$ cat config.mk
export PLATFORM = sky130hd
export DESIGN_NAME = gamepad_serial_host_engine_core
export DESIGN_NICKNAME = d
export VERILOG_FILES = /design/src/design/gshe_pkg.sv /design/src/design/gshe_link_fsm.sv /design/src/design/gshe_decode.sv /design/src/design/gamepad_serial_host_engine_core.sv
export VERILOG_INCLUDE_DIRS = /design/src /design/src/design
export SDC_FILE = /design/constraint.sdc
export NUM_CORES = 1
export LEC_CHECK = 0
export BUFFER_PORTS_ARGS = -buffer_cell sky130_fd_sc_hd__buf_2
export CAP_MARGIN = 20
export CORE_MARGIN = 4
export CORE_UTILIZATION = 48
export DETAILED_ROUTE_END_ITERATION = 7
export PLACE_DENSITY = 0.8
export SKIP_CTS_REPAIR_TIMING = 1
export SYNTH_ARGS = -nofsm -noshare
export SYNTH_HDL_FRONTEND = slang
export SYNTH_HIERARCHICAL = 1
export SYNTH_SLANG_ARGS = --single-unit
$ cat constraint.sdc
create_clock -name clk_i -period 5.3 [get_ports clk_i]
set_clock_uncertainty 0.15 [all_clocks]
set_input_delay 0.265 -clock clk_i [delete_from_list [all_inputs] [get_ports clk_i]]
set_output_delay 0.265 -clock clk_i [all_outputs]
set_load 0.02 [all_outputs]
$ cat src/design/assert_macros.svh
// assertion macros used by the core design file
`ifndef ASSERT_MACROS_SVH
`define ASSERT_MACROS_SVH

// same-cycle implication, checked out of reset
`define ASSERT_IMPLY(label, clk, rst_n, ante, cons, msg) \
  label: assert property (@(posedge clk) disable iff (!rst_n) (ante) |-> (cons)) \
    else $error(msg);

// next-cycle implication, checked out of reset
`define ASSERT_NEXT(label, clk, rst_n, ante, cons, msg) \
  label: assert property (@(posedge clk) disable iff (!rst_n) (ante) |=> (cons)) \
    else $error(msg);

`endif

$ cat src/design/gshe_pkg.sv
// shared types, codes and constants of the gamepad serial host engine
`timescale 1ns / 1ps

package gshe_pkg;

  // default number of bytes in a read frame
  localparam int unsigned DefFrameBytes = 9;

  // link command bytes
  localparam logic [7:0] CMD_START   = 8'h01;
  localparam logic [7:0] CMD_POLL    = 8'h42;
  localparam logic [7:0] CMD_CONFIG  = 8'h43;
  localparam logic [7:0] CMD_ANALOG  = 8'h44;
  localparam logic [7:0] CMD_VIB_MAP = 8'h4D;
  localparam logic [7:0] CMD_FILL    = 8'h5A;
  localparam logic [7:0] CMD_LOCK    = 8'h03;
  localparam logic [7:0] CMD_ONE     = 8'h01;
  localparam logic [7:0] CMD_ZERO    = 8'h00;

  // mode byte reported by a pad in analog (red light) mode
  localparam logic [7:0] MODE_ANALOG = 8'h73;

  // host opcodes
  typedef enum logic [3:0] {
    OP_NONE       = 4'd0,
    OP_READ       = 4'd1,
    OP_POLL       = 4'd2,
    OP_ENTER      = 4'd3,
    OP_ANALOG     = 4'd4,
    OP_EXIT       = 4'd5,
    OP_VIBRATE    = 4'd6,
    OP_VIB_ENABLE = 4'd7,
    OP_MODE_CHECK = 4'd8
  } opcode_e;

  // link sequencer phases
  typedef enum logic [2:0] {
    PH_IDLE = 3'd0,
    PH_LEAD = 3'd1,
    PH_HIGH = 3'd2,
    PH_LOW  = 3'd3,
    PH_GAP  = 3'd4,
    PH_TAIL = 3'd5
  } phase_e;

  // pin and busy levels after one tick
  typedef struct packed {
    logic select_n;
    logic clock_out;
    logic command_out;
    logic busy;
  } link_status_t;

  // decoded pad answer
  typedef struct packed {
    logic [7:0]  mode_id;
    logic [15:0] buttons;
    logic [7:0]  right_x;
    logic [7:0]  right_y;
    logic [7:0]  left_x;
    logic [7:0]  left_y;
    logic [4:0]  key_index;
    logic        analog_mode;
  } pad_report_t;

  // gap after select falls
  function automatic logic op_lead(opcode_e op);
    return (op != OP_READ) && (op != OP_ANALOG) && (op != OP_MODE_CHECK);
  endfunction

  // gap after select rises
  function automatic logic op_tail(opcode_e op);
    return (op != OP_READ) && (op != OP_MODE_CHECK);
  endfunction

endpackage

$ cat src/design/gshe_link_fsm.sv
// tick sequencer: select, clock and command pins plus the receive store
`timescale 1ns / 1ps

module gshe_link_fsm import gshe_pkg::*; #(
  parameter int unsigned FRAME_BYTES = DefFrameBytes
) (
  input  logic         clk_i,
  input  logic         rst_ni,
  input  logic         accept_i,
  input  logic [3:0]   opcode_i,
  input  logic [7:0]   motor_small_i,
  input  logic [7:0]   motor_large_i,
  input  logic         data_in_i,
  input  logic [9:0]   hp_ticks_i,
  input  logic [11:0]  gap_ticks_i,
  output link_status_t status_o,
  output logic [7:0]   store_o [FRAME_BYTES]
);

  localparam int unsigned MaxBytes = (FRAME_BYTES > 9) ? FRAME_BYTES : 9;
  localparam int unsigned PosW     = $clog2(MaxBytes + 1);

  typedef logic [PosW-1:0] pos_t;

  phase_e      phase_q, phase_d;
  opcode_e     op_q, op_d;
  pos_t        pos_q, pos_d;
  logic [2:0]  bit_q, bit_d;
  logic [11:0] delay_q, delay_d;
  logic [7:0]  shift_q, shift_d;
  logic [7:0]  store_q [FRAME_BYTES];
  logic [7:0]  store_d [FRAME_BYTES];
  logic [7:0]  motor_q [2];
  logic [7:0]  motor_d [2];

  logic        valid_op;
  logic        clear_all;
  logic        set_bit;
  logic        begin_byte;
  logic [11:0] hp_len;
  logic [11:0] gap_len;
  pos_t        tgt_cur;
  pos_t        tgt_new;

  // command byte sent at a given frame position
  function automatic logic [7:0] cmd_byte(opcode_e op, pos_t pos,
                                          logic [7:0] m_small, logic [7:0] m_large);
    logic [7:0] b;
    b = CMD_ZERO;
    if (pos == pos_t'(0)) begin
      b = CMD_START;
    end else if (pos == pos_t'(1)) begin
      unique case (op)
        OP_ENTER, OP_EXIT: b = CMD_CONFIG;
        OP_ANALOG:         b = CMD_ANALOG;
        OP_VIB_ENABLE:     b = CMD_VIB_MAP;
        default:           b = CMD_POLL;
      endcase
    end else begin
      unique case (op)
        OP_ENTER:      b = (pos == pos_t'(3)) ? CMD_ONE : CMD_ZERO;
        OP_ANALOG:     b = (pos == pos_t'(3)) ? CMD_ONE :
                           ((pos == pos_t'(4)) ? CMD_LOCK : CMD_ZERO);
        OP_EXIT:       b = (pos >= pos_t'(4)) ? CMD_FILL : CMD_ZERO;
        OP_VIBRATE:    b = (pos == pos_t'(3)) ? m_small :
                           ((pos == pos_t'(4)) ? m_large : CMD_ZERO);
        OP_VIB_ENABLE: b = (pos == pos_t'(4)) ? CMD_ONE : CMD_ZERO;
        default:       b = CMD_ZERO;
      endcase
    end
    return b;
  endfunction

  // bytes in the frame of an opcode
  function automatic pos_t op_bytes(opcode_e op);
    pos_t n;
    unique case (op)
      OP_READ:                n = pos_t'(FRAME_BYTES);
      OP_POLL, OP_VIB_ENABLE: n = pos_t'(5);
      OP_MODE_CHECK:          n = pos_t'(2);
      default:                n = pos_t'(9);
    endcase
    return n;
  endfunction

  // store entry that takes the answer byte
  function automatic pos_t target(opcode_e op, pos_t pos);
    pos_t t;
    if ((op == OP_READ) && (pos >= pos_t'(2)) && (pos < pos_t'(FRAME_BYTES))) begin
      t = pos;
    end else begin
      t = pos_t'(1);
    end
    return t;
  endfunction

  // zero delay registers count as one tick
  assign hp_len   = (hp_ticks_i == 10'd0) ? 12'd1 : {2'b00, hp_ticks_i};
  assign gap_len  = (gap_ticks_i == 12'd0) ? 12'd1 : gap_ticks_i;
  assign valid_op = (opcode_i >= OP_READ) && (opcode_i <= OP_MODE_CHECK);

  // next state of the sequencer and the store
  always_comb begin
    phase_d    = phase_q;
    op_d       = op_q;
    pos_d      = pos_q;
    bit_d      = bit_q;
    delay_d    = delay_q;
    shift_d    = shift_q;
    motor_d    = motor_q;
    clear_all  = 1'b0;
    set_bit    = 1'b0;
    begin_byte = 1'b0;

    unique case (phase_q)
      PH_IDLE: begin
        if (valid_op) begin
          op_d  = opcode_e'(opcode_i);
          pos_d = '0;
          if (op_d == OP_VIBRATE) begin
            motor_d[0] = motor_small_i;
            motor_d[1] = motor_large_i;
          end
          clear_all = (op_d == OP_READ);
          if (op_lead(op_d)) begin
            phase_d = PH_LEAD;
            delay_d = gap_len;
          end else begin
            begin_byte = 1'b1;
          end
        end
      end
      PH_LEAD: begin
        if (delay_q > 12'd1) begin
          delay_d = delay_q - 12'd1;
        end else begin
          begin_byte = 1'b1;
        end
      end
      PH_HIGH: begin
        if (delay_q > 12'd1) begin
          delay_d = delay_q - 12'd1;
        end else begin
          phase_d = PH_LOW;
          delay_d = hp_len;
        end
      end
      PH_LOW: begin
        if (delay_q > 12'd1) begin
          delay_d = delay_q - 12'd1;
        end else begin
          set_bit = data_in_i;
          if (bit_q == 3'd7) begin
            phase_d = PH_GAP;
            delay_d = gap_len;
          end else begin
            bit_d   = bit_q + 3'd1;
            phase_d = PH_HIGH;
            delay_d = hp_len;
          end
        end
      end
      PH_GAP: begin
        if (delay_q > 12'd1) begin
          delay_d = delay_q - 12'd1;
        end else begin
          pos_d = pos_q + pos_t'(1);
          if (pos_d < op_bytes(op_q)) begin
            begin_byte = 1'b1;
          end else if (op_tail(op_q)) begin
            phase_d = PH_TAIL;
            delay_d = gap_len;
          end else begin
            phase_d = PH_IDLE;
          end
        end
      end
      PH_TAIL: begin
        if (delay_q > 12'd1) begin
          delay_d = delay_q - 12'd1;
        end else begin
          phase_d = PH_IDLE;
        end
      end
      default: begin
        phase_d = PH_IDLE;
      end
    endcase

    // start of a byte: load the shifter and arm the high phase
    if (begin_byte) begin
      shift_d = cmd_byte(op_d, pos_d, motor_d[0], motor_d[1]);
      bit_d   = 3'd0;
      phase_d = PH_HIGH;
      delay_d = hp_len;
    end

    tgt_cur = target(op_q, pos_q);
    tgt_new = target(op_d, pos_d);

    // each entry: frame clear, sampled bit, clear at byte start
    for (int e = 0; e < int'(FRAME_BYTES); e++) begin
      store_d[e] = store_q[e];
      if (clear_all) begin
        store_d[e] = 8'h00;
      end
      if (set_bit && (tgt_cur == pos_t'(e))) begin
        store_d[e][bit_q] = 1'b1;
      end
      if (begin_byte && (tgt_new == pos_t'(e))) begin
        store_d[e] = 8'h00;
      end
    end
  end

  // state registers, advanced once per accepted item
  always_ff @(posedge clk_i or negedge rst_ni) begin
    if (!rst_ni) begin
      phase_q <= PH_IDLE;
      op_q    <= OP_NONE;
      pos_q   <= '0;
      bit_q   <= 3'd0;
      delay_q <= 12'd0;
      shift_q <= 8'h00;
      for (int e = 0; e < int'(FRAME_BYTES); e++) begin
        store_q[e] <= 8'h00;
      end
      motor_q[0] <= 8'h00;
      motor_q[1] <= 8'h00;
    end else if (accept_i) begin
      phase_q <= phase_d;
      op_q    <= op_d;
      pos_q   <= pos_d;
      bit_q   <= bit_d;
      delay_q <= delay_d;
      shift_q <= shift_d;
      store_q <= store_d;
      motor_q <= motor_d;
    end
  end

  // pin levels after this tick
  always_comb begin
    status_o.select_n    = (phase_d == PH_IDLE) || (phase_d == PH_TAIL);
    status_o.clock_out   = (phase_d != PH_LOW);
    status_o.command_out = ((phase_d == PH_HIGH) || (phase_d == PH_LOW)) ? shift_d[bit_d]
                                                                        : 1'b0;
    status_o.busy        = (phase_d != PH_IDLE);
  end

  assign store_o = store_d;

endmodule

$ cat src/design/gshe_decode.sv
// decoding of the receive store into the pad report
`timescale 1ns / 1ps

module gshe_decode import gshe_pkg::*; #(
  parameter int unsigned FRAME_BYTES = DefFrameBytes
) (
  input  logic [7:0]  store_i [FRAME_BYTES],
  output pad_report_t report_o
);

  logic [7:0]  view [9];
  logic [15:0] buttons;
  logic [4:0]  key;

  // entries past the frame read as zero
  for (genvar gi = 0; gi < 9; gi++) begin : g_view
    if (gi < FRAME_BYTES) begin : g_live
      assign view[gi] = store_i[gi];
    end else begin : g_absent
      assign view[gi] = 8'h00;
    end
  end

  assign buttons = {view[4], view[3]};

  // lowest pressed button, buttons are active low
  always_comb begin
    key = 5'd0;
    for (int i = 15; i >= 0; i--) begin
      if (!buttons[i]) begin
        key = 5'(i + 1);
      end
    end
  end

  always_comb begin
    report_o.mode_id     = view[1];
    report_o.buttons     = buttons;
    report_o.right_x     = view[5];
    report_o.right_y     = view[6];
    report_o.left_x      = view[7];
    report_o.left_y      = view[8];
    report_o.key_index   = key;
    report_o.analog_mode = (view[1] == MODE_ANALOG);
  end

endmodule

$ cat src/design/gamepad_serial_host_engine_core.sv
// top level of the gamepad serial host engine: stream ports, registers, result stage
// a result is presented in the cycle after its tick item is accepted
// throughput: one item per cycle; the output register takes a new result while
// the previous one is being taken, so only output backpressure stalls input
// reset (rst_ni low, asynchronous): sequencer idle, receive store and motor
// bytes zero, half period 5 and gap 16 ticks, no result pending
`timescale 1ns / 1ps
`include "assert_macros.svh"

module gamepad_serial_host_engine_core import gshe_pkg::*; #(
  parameter int unsigned FRAME_BYTES = DefFrameBytes
) (
  input  logic        clk_i,
  input  logic        rst_ni,
  // tick items
  input  logic        s_axis_tvalid,
  output logic        s_axis_tready,
  // [7:0] motor_small, [15:8] motor_large, [16] data_in, [23:17] zero
  input  logic [23:0] s_axis_tdata,
  // [3:0] opcode
  input  logic [3:0]  s_axis_tuser,
  // result items
  output logic        m_axis_tvalid,
  input  logic        m_axis_tready,
  // [0] select_n, [1] clock_out, [2] command_out, [3] busy_res, [11:4] mode_id,
  // [27:12] buttons, [35:28] right_x, [43:36] right_y, [51:44] left_x,
  // [59:52] left_y, [64:60] key_index, [65] analog_mode, [71:66] zero
  output logic [71:0] m_axis_tdata,
  // configuration
  input  logic        psel,
  input  logic        penable,
  input  logic        pwrite,
  input  logic [2:0]  paddr,
  input  logic [31:0] pwdata,
  output logic [31:0] prdata,
  output logic        pready
);

  localparam logic REG_HALF_PERIOD = 1'b0;
  localparam logic REG_GAP         = 1'b1;

  logic         accept;
  logic         cfg_write;
  logic [9:0]   hp_q;
  logic [11:0]  gap_q;
  logic         out_valid_q, out_valid_d;
  link_status_t status;
  link_status_t status_q;
  pad_report_t  report;
  pad_report_t  report_q;
  logic [7:0]   store [FRAME_BYTES];

  // config register access
  assign pready    = 1'b1;
  assign cfg_write = psel && penable && pwrite && pready;

  always_ff @(posedge clk_i or negedge rst_ni) begin
    if (!rst_ni) begin
      hp_q  <= 10'd5;
      gap_q <= 12'd16;
    end else if (cfg_write) begin
      unique case (paddr[2])
        REG_HALF_PERIOD: hp_q  <= pwdata[9:0];
        REG_GAP:         gap_q <= pwdata[11:0];
        default: ;
      endcase
    end
  end

  always_comb begin
    unique case (paddr[2])
      REG_HALF_PERIOD: prdata = {22'd0, hp_q};
      REG_GAP:         prdata = {20'd0, gap_q};
      default:         prdata = 32'd0;
    endcase
  end

  // input taken whenever the result slot is free or being emptied
  assign s_axis_tready = !out_valid_q || m_axis_tready;
  assign accept        = s_axis_tvalid && s_axis_tready;

  gshe_link_fsm #(
    .FRAME_BYTES(FRAME_BYTES)
  ) u_link (
    .clk_i        (clk_i),
    .rst_ni       (rst_ni),
    .accept_i     (accept),
    .opcode_i     (s_axis_tuser),
    .motor_small_i(s_axis_tdata[7:0]),
    .motor_large_i(s_axis_tdata[15:8]),
    .data_in_i    (s_axis_tdata[16]),
    .hp_ticks_i   (hp_q),
    .gap_ticks_i  (gap_q),
    .status_o     (status),
    .store_o      (store)
  );

  gshe_decode #(
    .FRAME_BYTES(FRAME_BYTES)
  ) u_decode (
    .store_i (store),
    .report_o(report)
  );

  // result register
  assign out_valid_d = accept ? 1'b1 : (m_axis_tready ? 1'b0 : out_valid_q);

  always_ff @(posedge clk_i or negedge rst_ni) begin
    if (!rst_ni) begin
      out_valid_q <= 1'b0;
    end else begin
      out_valid_q <= out_valid_d;
    end
  end

  always_ff @(posedge clk_i) begin
    if (accept) begin
      status_q <= status;
      report_q <= report;
    end
  end

  assign m_axis_tvalid = out_valid_q;
  assign m_axis_tdata  = {6'd0, report_q.analog_mode, report_q.key_index,
                          report_q.left_y, report_q.left_x, report_q.right_y,
                          report_q.right_x, report_q.buttons, report_q.mode_id,
                          status_q.busy, status_q.command_out, status_q.clock_out,
                          status_q.select_n};

  // select stays high whenever no transaction runs
  `ASSERT_IMPLY(a_idle_deselect, clk_i, rst_ni, out_valid_q && !status_q.busy, status_q.select_n, "select low while idle")
  // clock low phase only inside a transaction
  `ASSERT_IMPLY(a_clock_busy, clk_i, rst_ni, out_valid_q && !status_q.clock_out, status_q.busy && !status_q.select_n, "clock low outside a transaction")
  // every accepted item leaves a result
  `ASSERT_NEXT(a_result_follows, clk_i, rst_ni, accept, out_valid_q, "accepted item gave no result")

endmodule
Word level (Yosys, flattened, before mapping) --
Cells that the tools add are included.
Storage, ports and cells: output and inout port bits 107, flip-flop bits (word level) 195, input port bits 70, logic and storage cells 259
Cells by class: bitwise gates (word level) 8, reduce and logical (&&, ||, !) cells 47, equal/unequal tests 50, order comparisons 12, add/sub/neg operators 3, mux-type cells 106
Operators with widths (count):
- two-way mux 8 bit | 27
- two-way mux 12 bit | 11
- two-way mux 4 bit | 16
- one-hot mux 32 bit (2 select lines) | 1
- equality test 4 x 3 -> 1 bit, second input constant | 15
- one-hot mux 12 bit (5 select lines) | 1
- OR 8 bit | 7
- two-way mux 3 bit | 18
- two-way mux 16 bit | 3
- one-hot mux 8 bit (5 select lines) | 1
- logical AND 1 bit | 26
- equality test 4 x 1 -> 1 bit, second input constant | 6
- equality test 4 x 2 -> 1 bit, second input constant | 5
- one-hot mux 3 bit (6 select lines) | 1
- one-hot mux 4 bit (2 select lines) | 2
- two-way mux 1 bit | 15
- AND reduction 15 bit | 1
- AND reduction 7 bit | 2
- equality test 3 x 2 -> 1 bit, second input constant | 4
- equality test 3 bit, second input constant | 4
- equality test 4 bit, second input constant | 3
- greater-than comparator 12 x 1 -> 1 bit, second input constant | 1
- zero test 12 bit | 1
- inequality test 4 x 1 -> 1 bit, second input constant | 3
- other kinds (38) | 52

Longest topological paths before layout --
Gate-level depths: netlist of run 1.
depth after elaboration 26, mapped depth 17, mapped depth without buffers 15

Modules after synthesis --
Netlist of run 1, hierarchy kept.
By module, submodules not included:
- gshe_link_fsm | area an instance 8265.4 µm², cells an instance 1013, sequential area each 3052.9 µm², instances 1
- gamepad_serial_host_engine_core | area an instance 3245.6 µm², cells an instance 160, sequential area each 2561.2 µm², instances 1
- gshe_decode | area an instance 623.1 µm², cells an instance 89, sequential area each 0.0 µm², instances 1

Worst setup path before layout of run 1 --
OpenSTA, ideal clock, no wires.
path type register -> register, from register out_valid_q (netlist: m_axis_tvalid), to register u_link.delay_q[5], path buffers 4, cell stages (with the launch flop) 11, path slack 1.124 ns, data required time 5.025 ns, clock period less this slack 4.176 ns, data arrival time 3.901 ns, setup time 0.125 ns, path through dfrtp_1 > nand2b_1 > and2_1 > clkbuf_1 > inv_1 > clkbuf_1 > nor2_1 > a221o_1 > clkbuf_1 > buf_4 > mux2_2
Between the ends: cells in the longest elaborated chain, start to end 4
RTL lines:
- start, declared | RTL line gamepad_serial_host_engine_core.sv:46 | logic out_valid_q, out_valid_d;
- start signal, assigned | RTL line gamepad_serial_host_engine_core.sv:112 | out_valid_q <= out_valid_d;
- zero test 1 bit | RTL line gamepad_serial_host_engine_core.sv:79 | assign s_axis_tready = !out_valid_q || m_axis_tready;
- logical OR 1 bit | RTL line gamepad_serial_host_engine_core.sv:79
- net s_axis_tready | RTL line gamepad_serial_host_engine_core.sv:17 | output logic s_axis_tready,
- logical AND 1 bit | RTL line gamepad_serial_host_engine_core.sv:80 | assign accept = s_axis_tvalid && s_axis_tready;
- net accept | RTL line gamepad_serial_host_engine_core.sv:42 | logic accept;
- AND reduction 7 bit (no line)
- end signal, assigned | RTL line gshe_link_fsm.sv:235 | delay_q <= delay_d;
- end, declared | RTL line gshe_link_fsm.sv:29 | logic [11:0] delay_q, delay_d;
The timed path passes the listed nets, and every way through them passes these cells. A chain may end at the register's enable or synchronous reset.

==> results of run 1 <==
## final cells by class
| class | instances | area [um2] | share of cell area [%] |
|---|---|---|---|
| Inverter | 30 | 113 | 0.899 |
| Sequential cell | 195 | 5210 | 41.6 |
| Timing Repair Buffer | 172 | 1070 | 8.53 |
| Tap cell | 319 | 399 | 3.19 |
| Clock buffer | 18 | 429 | 3.43 |
| Clock inverter | 14 | 123 | 0.979 |
| Multi-Input combinational cell | 808 | 5180 | 41.4 |
## critical path: stages (launching register included)
cell	delay, ps
dfrtp_1	430
or4_1	660
nor4_1	710
a21oi_1	220
a211o_1	330
or3_4	440
nor2_1	450
buf_4	260
a21oi_1	90
nor2b_1	170
o21ai_0	160
nand3_1	90
o221ai_1	190
## path summary, 6_finish.rpt
| check | startpoint | end | slack, ps |
|---|---|---|---|
| max | u_link/delay_q[8] | m_axis_tdata[60] | 790 |
| min reg2reg | u_link/motor_q[12] | u_link/motor_q[12] | 360 |
| max in group asynchronous | rst_ni | u_link/store_q[40] | 3820 |
| min | m_axis_tready | m_axis_tvalid | -6 |
| max reg2reg | u_link/delay_q[8] | m_axis_tdata[60] | 790 |
| min in group asynchronous | rst_ni | gap_q[6] | 70 |
## where the power goes
group | total [mW] | switching [mW] | leakage [nW] | internal (mW)
clock network | 1.22 | 0.602 | 0.263 | 0.615
registers | 2.12 | 0.286 | 2.28 | 1.83
logic | 1.84 | 1.11 | 2.62 | 0.731
## placed cells by master (no fill, tap or decap), types with 7 or more instances in the layout
| cell type | instances |
|---|---|
| mux2_4 | 10 |
| nor3_1 | 18 |
| o22ai_1 | 12 |
| o21ai_0 | 50 |
| edfxtp_1 | 66 |
| dfrtp_1 | 126 |
| a22o_1 | 17 |
| ha_1 | 9 |
| mux2i_1 | 17 |
| nand3_1 | 31 |
| xor2_1 | 7 |
| buf_2 | 119 |
| a31oi_1 | 12 |
| conb_1 | 27 |
| inv_1 | 30 |
| dlygate4sd3_1 | 30 |
| nor2_1 | 95 |
| nor4_1 | 16 |
| and2_1 | 7 |
| buf_4 | 23 |
| nand2b_1 | 10 |
| nand2_1 | 125 |
| clkbuf_16 | 17 |
| a21oi_1 | 77 |
| a22oi_1 | 70 |
| mux2_2 | 51 |
## sequential cells by signal, summed over array words and instances, names as in the netlist
register,cells
u_link/delay_q,12
u_link/pos_q,4
u_link/op_q,4
u_link/store_q,56
u_link/bit_q,3
u_link/shift_q,8
m_axis_tvalid,1
u_link/motor_q,16
m_axis_tdata,66
u_link/phase_q,3
gap_q,12
hp_q,10
## routing by layer
layer  up-vias  track usage, %  share of wire, %
li1       4303               -                 -
met1      4478            28.8                42
met2       450            34.1                47
met3        78            4.19               7.8
met4         0            7.96               2.7
met5         -               0                 0
## per-stage QoR
step	cell area [um2]	hold WS, ps
after floorplan	11400	-181
after global placement	11700	-17.6
after detailed placement	11700	-18.3
after CTS	12200	-495
after global routing	12500	3.20
final	12500	-6.10
==> results by group, run 1 <==
Power and ir drop
  • Tot Pwr: slightly above 5 mW
  • VDD IR max: 0.202 mV
  • Leakage: 5.16 nW
  • PwrDens: 413 mW/mm2

Global route
  • Number of global-route vias before repair: a little under 9000
  • GRT overflow: 0
  • Largest net degree at the start of global routing: 67
  • First-pass GRT wire length: between 40000 and 50000 um
  • Tot GR Track Use: 21.3%
  • Initial antenna violation count: 0

Drt
  • Drt first pass iters: 6
  • Detailed-route DRC error count: 0
  • Vias per cell: 5.98
  • Detailed Route Iter0 Violations: between 1000 and 1500
  • Final wirelength: around 29000 um
  • WL/cell: roughly 19 um
  • ANT nets after route: 0
  • Vias: 9309

CTS
  • H-tree Lvls: 4
  • Skew-Pair Late Insertion Delay: 440 ps
  • Total CTS buffers: 17
  • Max Buffers Root-to-Sink: 2
  • Clock root buffer: clkbuf_16
  • Clk slew on worst S/H paths: 80 ps
  • # clock sinks: 195
  • CTS tree: yes

Worst setup path
  • Req. time, crit path: 5430 ps
  • Worst reg2reg path depth: 12
  • Worst Setup End Kind: flip-flop
  • Crit path max fanout: 9
  • Setup CP Type: flip-flop to flip-flop
  • CP Launch Type: flip-flop
  • Data arrival, critical path: approximately 4600 ps

Finish
  • Final Util: between 50 and 60%
  • Area growth from synthesis to layout: 10.3%
  • # fillers: 2111
  • Final net count: ~1300
  • Share of cells above drive strength 1: 21.3%
  • # diodes: 0
  • Count of non-filler cells in the finished layout: 1556

Status
  • Outcome: finished, violations left
  • Failing checks: hold timing

STA
  • RSZ-0062 raised after global routing: false
  • Final Setup Violations: 0
  • Setup TNS: 0 ps
  • Count of pins over their slew limit: 0
  • Slew at the pin closest to its max-slew limit: 1110 ps
  • Final Hold Fails: 1
  • Fmax: between 200 and 250 MHz
  • Hold_ws: -6.10 ps
  • Final period util: a little under nine tenths
  • Fin crit period: between 4000 and 5000 ps
  • Slew headroom: 25.6%
  • Setup WS post-layout: 791 ps

Floorplanning
  • Die Span Y: 162 um
  • Die X: 162 um
  • I/O Pins: 177
  • Starting Density: slightly below 50%
  • Core ar.: 0.0234 mm2
  • Num rows: 56
  • Die area: 0.0262 mm2

Job
  • Max_cap viols: 0

Placed design
  • PortBufs: 120
  • Hpwl dp: 19800 um
  • Worst slack, placed: 935 ps
  • GPL Wtd Cong: 0.921
  • Placed cells: 1493

Min path
  • Min-Delay Path Class: input port to flip-flop
  • WHS Path Cells: 3

Logic synthesis
  • Synth Instances: between 1000 and 1500
  • Syn avg cell area: between 9 and 10 um2
  • Yosys warning count: 6
  • Mapped cell area: 0.0114 mm2
(Power assumes the default switching activity.)
==> inputs of run 2 (changes only) <==
- MAX_ROUTING_LAYER: not set -> met4
==> run 2 against run 1 <==
The run now ends clean; cell area grew 0.53%; sequential share of layout area shrank 0.22 points; first-iteration DRC count shrank 0.57%; global-route usage grew 0.90 points; core utilization grew 0.28 points; die area is the same; clock-buffer cell count shrank 1; clock power grew 11%; critical path depth shrank 1; worst hold slack gained 65 ps; register-to-register slack lost 110 ps; power grew 2.1%; highest routed layer unchanged.
==> results by group, run 2 (synthesis gave the netlist of run 1 again) <==
Placed design
  • Hpwl dp: 19800 um (about the same)
  • PortBufs: 120 (unchanged)
  • Placed cell area: 0.0117 mm2 (about the same)
  • Placed cells: 1492 (was 1493)
  • Worst slack, placed: 775 ps (was 935 ps)
  • GPL Wtd Cong: 0.925 (was 0.921)

Global route
  • Number of global-route vias before repair: 8727 (was 8763)
  • Tot GR Track Use: 22.2% (was 21.3%)
  • Initial antenna violation count: 1 (was 0)
  • Largest net degree at the start of global routing: 69 (was 67)
  • First-pass GRT wire length: 46000 um (was 45500 um)
  • GRT overflow: 0 (unchanged)

STA
  • Final period util: 87.2% (was 85.1%)
  • Final Hold Fails: 0 (was 1)
  • Count of pins over their slew limit: 0 (unchanged)
  • RSZ-0062 raised after global routing: false (unchanged)
  • Setup TNS: 0 ps (unchanged)
  • Slew at the pin closest to its max-slew limit: 1150 ps (was 1110 ps)
  • Slew headroom: 23.3% (was 25.6%)
  • Fin crit period: 4620 ps (was 4510 ps)
  • Final Setup Violations: 0 (unchanged)
  • Setup WS post-layout: 681 ps (was 791 ps)
  • Fmax: 216 MHz (was 222 MHz)

Power and ir drop
  • Leakage: 5.19 nW (was 5.16 nW)
  • VDD IR max: 0.213 mV (was 0.202 mV)
  • PwrDens: 419 mW/mm2 (was 413 mW/mm2)

CTS
  • # clock sinks: 195 (unchanged)
  • CTS tree: yes (unchanged)
  • H-tree Lvls: 4 (unchanged)
  • Clk slew on worst S/H paths: 80 ps (about the same)
  • Total CTS buffers: 17 (unchanged)
  • Clock root buffer: clkbuf_16 (unchanged)
  • Max Buffers Root-to-Sink: 2 (unchanged)
  • Skew-Pair Late Insertion Delay: 450 ps (was 440 ps)

Status
  • Outcome: finished, final reports clean (was finished, violations left)

Job
  • Max_cap viols: 0 (unchanged)

Finish
  • Share of cells above drive strength 1: 21.5% (was 21.3%)
  • Max reg flops: 66 (unchanged)
  • Final net count: 1303 (unchanged)
  • Final instance area: 0.0126 mm2 (was 0.0125 mm2)
  • FF+latch area: 0.00521 mm2 (unchanged)
  • Commonest cells after routing, fill and taps aside: dfrtp_1 (126), nand2_1 (125), buf_2 (119) (unchanged)
  • Multi-input logic area: 0.00518 mm2 (unchanged)
  • Commonest non-fill, non-tap cell in the layout: dfrtp_1 (unchanged)
  • Count of non-filler cells in the finished layout: 1557 (was 1556)
  • # fillers: 2091 (was 2111)
  • Final Util: 53.8% (was 53.5%)
  • Area growth from synthesis to layout: 10.9% (was 10.3%)

Worst setup path
  • Setup CP Type: flip-flop to flip-flop (unchanged)
  • Req. time, crit path: 5430 ps (about the same)
  • Data arrival, critical path: 4750 ps (was 4630 ps)
  • Max stage delay on crit path: 730 ps (was 710 ps)
  • Delay-heaviest family, CP: simple AND/OR/NAND/NOR gates (unchanged)
  • Crit path max fanout: 16 (was 9)
  • Highest-delay cell along the critical path: nor2_1 (was nor4_1)
  • Bufs and invs on worst path: 0 (was 1)
  • Worst path cell trace: or4_1 > o41a_1 > o31a_1 > or2_0 > or3_4 > nor2_1 > a21oi_1 > nor2b_1 > o21ai_0 > nand3_1 > o221ai_1 (was or4_1 > nor4_1 > a21oi_1 > a211o_1 > or3_4 > nor2_1 > buf_4 > a21oi_1 > nor2b_1 > o21ai_0 > nand3_1 > o221ai_1)
  • CP Launch Type: flip-flop (unchanged)
  • Worst Setup End Kind: flip-flop (unchanged)

Drt
  • Final wirelength: 29100 um (was 28900 um)
  • ANT nets after route: 0 (unchanged)
  • Vias: 9350 (was 9309)
  • Drt first pass iters: 8 (was 6)
  • Vias per cell: 6.01 (was 5.98)
  • WL/cell: 18.7 um (was 18.6 um)
  • Detailed Route Iter0 Violations: 1220 (was 1227)
  • Detailed-route DRC error count: 0 (unchanged)

Floorplanning
  • Num rows: 56 (unchanged)
  • Die X: 162 um (unchanged)
  • I/O Pins: 177 (unchanged)
  • Starting Density: 48.5% (unchanged)
  • Core ar.: 0.0234 mm2 (unchanged)
  • Die area: 0.0262 mm2 (unchanged)
  • Die Span Y: 162 um (unchanged)

Min path
  • Min-Delay Path Class: input port to asynchronous set/reset pin (was input port to flip-flop)
[run 2: cell count changes in the layout (fill, tap and decap cells not counted), sizes merged]
cell         before  now
clkinv            7    4
diode             0    1
clkbuf           18   17
dlygate4sd3      30   31
bufinv            0    2
buf             142  141
inv              35   37
[run 2: path summary, 6_finish.rpt]
kind	end	cells past startpoint	slack [ps]	from
worst max register to register	m_axis_tdata[60]	11	680	u_link/delay_q[9]
worst max-delay path	m_axis_tdata[60]	11	680	u_link/delay_q[9]
max in group asynchronous	u_link/store_q[45]	3	3800	rst_ni
worst min-delay path	gap_q[10]	2	60	rst_ni
min in group clk_i	u_link/op_q[3]	3	80	s_axis_tuser[3]
worst min register to register	u_link/motor_q[2]	1	360	u_link/motor_q[2]
[run 2: routing by layer]
metal / up-vias / track usage (%) / part of all wire [%]
li1: 4295 / - / -
met1: 4506 / 29.8 / 42
met2: 482 / 34.8 / 48
met3: 67 / 3.30 / 7.9
met4: 0 / 7.54 / 2.5
met5: - / - / 0
[run 2: cell type report]
class / count / area share [%]
multi-input combinational: 808 / 41.2
inverter: 30 / 0.894
timing repair buffer: 172 / 8.50
clock inverter: 15 / 1.49
clock buffer: 17 / 3.38
sequential: 195 / 41.4
antenna: 1 / 0.0199
tap: 319 / 3.17
[run 2: stage by stage]
stage               total power [mW]  hold slack [ps]
floorplan                       3.50             -181
global placement                3.84            -35.7
detailed placement              3.90            -35.4
CTS                             5.24             -516
global route                    5.58             65.8
finish                          5.28             59.2
[run 2: report_power, final]
part | total [mW] | switching [mW] | internal [mW]
sequential | 2.14 | 0.303 | 1.83
combinational | 1.80 | 1.08 | 0.725
clock | 1.35 | 0.629 | 0.717
total | 5.28 | 2.01 | 3.28
==> inputs of run 3 (changes only) <==
- ABC_CLOCK_PERIOD_IN_PS: not set -> 5300
- CORE_MARGIN: 4 -> not set
==> run 3 against run 2 <==
Register-to-register slack better by 120 ps; sequential share of layout area up 0.074 points; combinational power about the same; clock-buffer cell count unchanged.
==> results by group, run 3 (synthesis gave the netlist of run 1 again) <==
Status
  • Outcome: finished, final reports clean (unchanged)

STA
  • Slew at the pin closest to its max-slew limit: 1200 ps (was 1150 ps)
  • RSZ-0062 raised after global routing: false (unchanged)
  • Fin crit period: 4500 ps (was 4620 ps)
  • Final period util: 84.9% (was 87.2%)
  • Final Setup Violations: 0 (unchanged)
  • Count of pins over their slew limit: 0 (unchanged)
  • Setup TNS: 0 ps (unchanged)
  • Final Hold Fails: 0 (unchanged)
  • Slew headroom: 19.4% (was 23.3%)
  • Fmax: 222 MHz (was 216 MHz)

Floorplanning
  • Starting Density: 49.5% (was 48.5%)
  • I/O Pins: 177 (unchanged)
  • Core ar.: 0.0229 mm2 (was 0.0234 mm2)
  • Die area: 0.0243 mm2 (was 0.0262 mm2)
  • Die X: 156 um (was 162 um)
  • Die Span Y: 156 um (was 162 um)
  • Num rows: 55 (was 56)

Global route
  • First-pass GRT wire length: 44500 um (was 46000 um)
  • Number of global-route vias before repair: 8672 (was 8727)
  • Tot GR Track Use: 23.9% (was 22.2%)
  • Largest net degree at the start of global routing: 73 (was 69)
  • Initial antenna violation count: 0 (was 1)
  • GRT overflow: 0 (unchanged)

Placed design
  • Placed cell area: 0.0117 mm2 (about the same)
  • GPL Wtd Cong: 0.912 (was 0.925)
  • Hpwl dp: 19300 um (was 19800 um)
  • PortBufs: 120 (unchanged)

Worst setup path
  • CP Launch Type: flip-flop (unchanged)
  • Worst reg2reg path depth: 11 (unchanged)
  • Req. time, crit path: 5420 ps (was 5430 ps)
  • Reg2reg start: u_link/delay_q[8] (was u_link/delay_q[9])
  • Data arrival, critical path: 4620 ps (was 4750 ps)
  • Setup CP Type: flip-flop to flip-flop (unchanged)
  • Worst Setup End Kind: flip-flop (unchanged)
  • Crit path max fanout: 10 (was 16)
  • Reg2reg setup slack: 800 ps (was 680 ps)
  • FF-to-FF End: m_axis_tdata[64] (was m_axis_tdata[60])

Finish
  • Area growth from synthesis to layout: 10.7% (was 10.9%)
  • Final net count: 1306 (was 1303)
  • Max reg flops: 66 (unchanged)
  • Share of cells above drive strength 1: 21.5% (about the same)
  • Final instance area: 0.0126 mm2 (about the same)
  • # diodes: 0 (was 1)
  • Commonest cells after routing, fill and taps aside: dfrtp_1 (126), nand2_1 (125), buf_2 (119) (unchanged)
  • Commonest non-fill, non-tap cell in the layout: dfrtp_1 (unchanged)

Min path
  • Min-Delay Path Class: input port to asynchronous set/reset pin (unchanged)

Power and ir drop
  • Tot Pwr: 5.23 mW (was 5.28 mW)
  • VDD IR max: 0.229 mV (was 0.213 mV)
  • Leakage: 5.19 nW (about the same)
  • PwrDens: 416 mW/mm2 (was 419 mW/mm2)

Job
  • Max_cap viols: 0 (unchanged)

CTS
  • CTS tree: yes (unchanged)
  • Clock root buffer: clkbuf_16 (unchanged)
  • # clock sinks: 195 (unchanged)
  • Skew-Pair Late Insertion Delay: 450 ps (about the same)
  • Total CTS buffers: 17 (unchanged)
  • Clk slew on worst S/H paths: 90 ps (was 80 ps)
  • Max Buffers Root-to-Sink: 2 (unchanged)
  • H-tree Lvls: 4 (unchanged)

Drt
  • WL/cell: 18.2 um (was 18.7 um)
  • Vias: 9442 (was 9350)
  • ANT nets after route: 0 (unchanged)
  • Final wirelength: 28300 um (was 29100 um)
  • Detailed-route DRC error count: 0 (unchanged)
  • Drt first pass iters: 5 (was 8)
  • Detailed Route Iter0 Violations: 1008 (was 1220)
  • Vias per cell: 6.08 (was 6.01)
[run 3: cell types whose count changed in the layout (fill, tap and decap cells not counted), moves of 2 or more]
cell | before | now
buf_4 | 22 | 25
bufinv_16 | 2 | 0
clkinv_4 | 1 | 3
inv_6 | 5 | 3
inv_8 | 2 | 4
[run 3: worst max path at each step]
stage | from | end | cells past startpoint
global placement | u_link/delay_q[9] | m_axis_tdata[61] | 11
detailed placement | u_link/delay_q[8] | m_axis_tdata[64] | 11
global route | u_link/delay_q[8] | m_axis_tdata[64] | 11
floorplan | m_axis_tvalid | u_link/delay_q[5] | 10
CTS | u_link/delay_q[8] | m_axis_tdata[64] | 11
finish | u_link/delay_q[8] | m_axis_tdata[64] | 11
[run 3: critical path, stage by stage, from the launching register on]
cell,delay (ps)
dfrtp_1,440
or4_1,650
nor4_1,630
buf_4,270
nand3_1,130
a211o_1,270
nor2_1,510
nand2_1,110
a21oi_1,480
nand3_2,130
or3_4,440
nor4_4,140
[run 3: layout make-up]
class	count	area, um2
Clock buffer	17	425
Clock inverter	15	158
Fill cell	2024	10300
Inverter	30	113
Multi-Input combinational cell	808	5180
Sequential cell	195	5210
Tap cell	313	392
Timing Repair Buffer	175	1090
[run 3: per-stage QoR]
stage          hold slack, ps  worst slack [ps]  util [%]  std cells
3_3_place_gp            -19.9              1000      51.0       1490
2_1_floorplan            -181              1120         -       1192
4_1_cts                  -500               852      53.5       1522
3_5_place_dp            -19.3               886      51.0       1490
6_report                 69.4               801      54.9       1553
5_1_grt                  74.6               452      54.9       1553
[run 3: per-layer routing]
metal | part of all wire [%] | track usage, % | vias up
met1 | 43 | 31.4 | 4608
li1 | - | - | 4306
met2 | 47 | 37.1 | 465
met3 | 7.3 | 3.22 | 63
met5 | 0 | - | -
met4 | 2.5 | 10.0 | 0
[run 3: power by group]
part           switching, mW  internal (mW)  total, mW
sequential             0.291           1.83       2.13
clock                  0.645          0.633       1.28
combinational           1.10          0.734       1.83
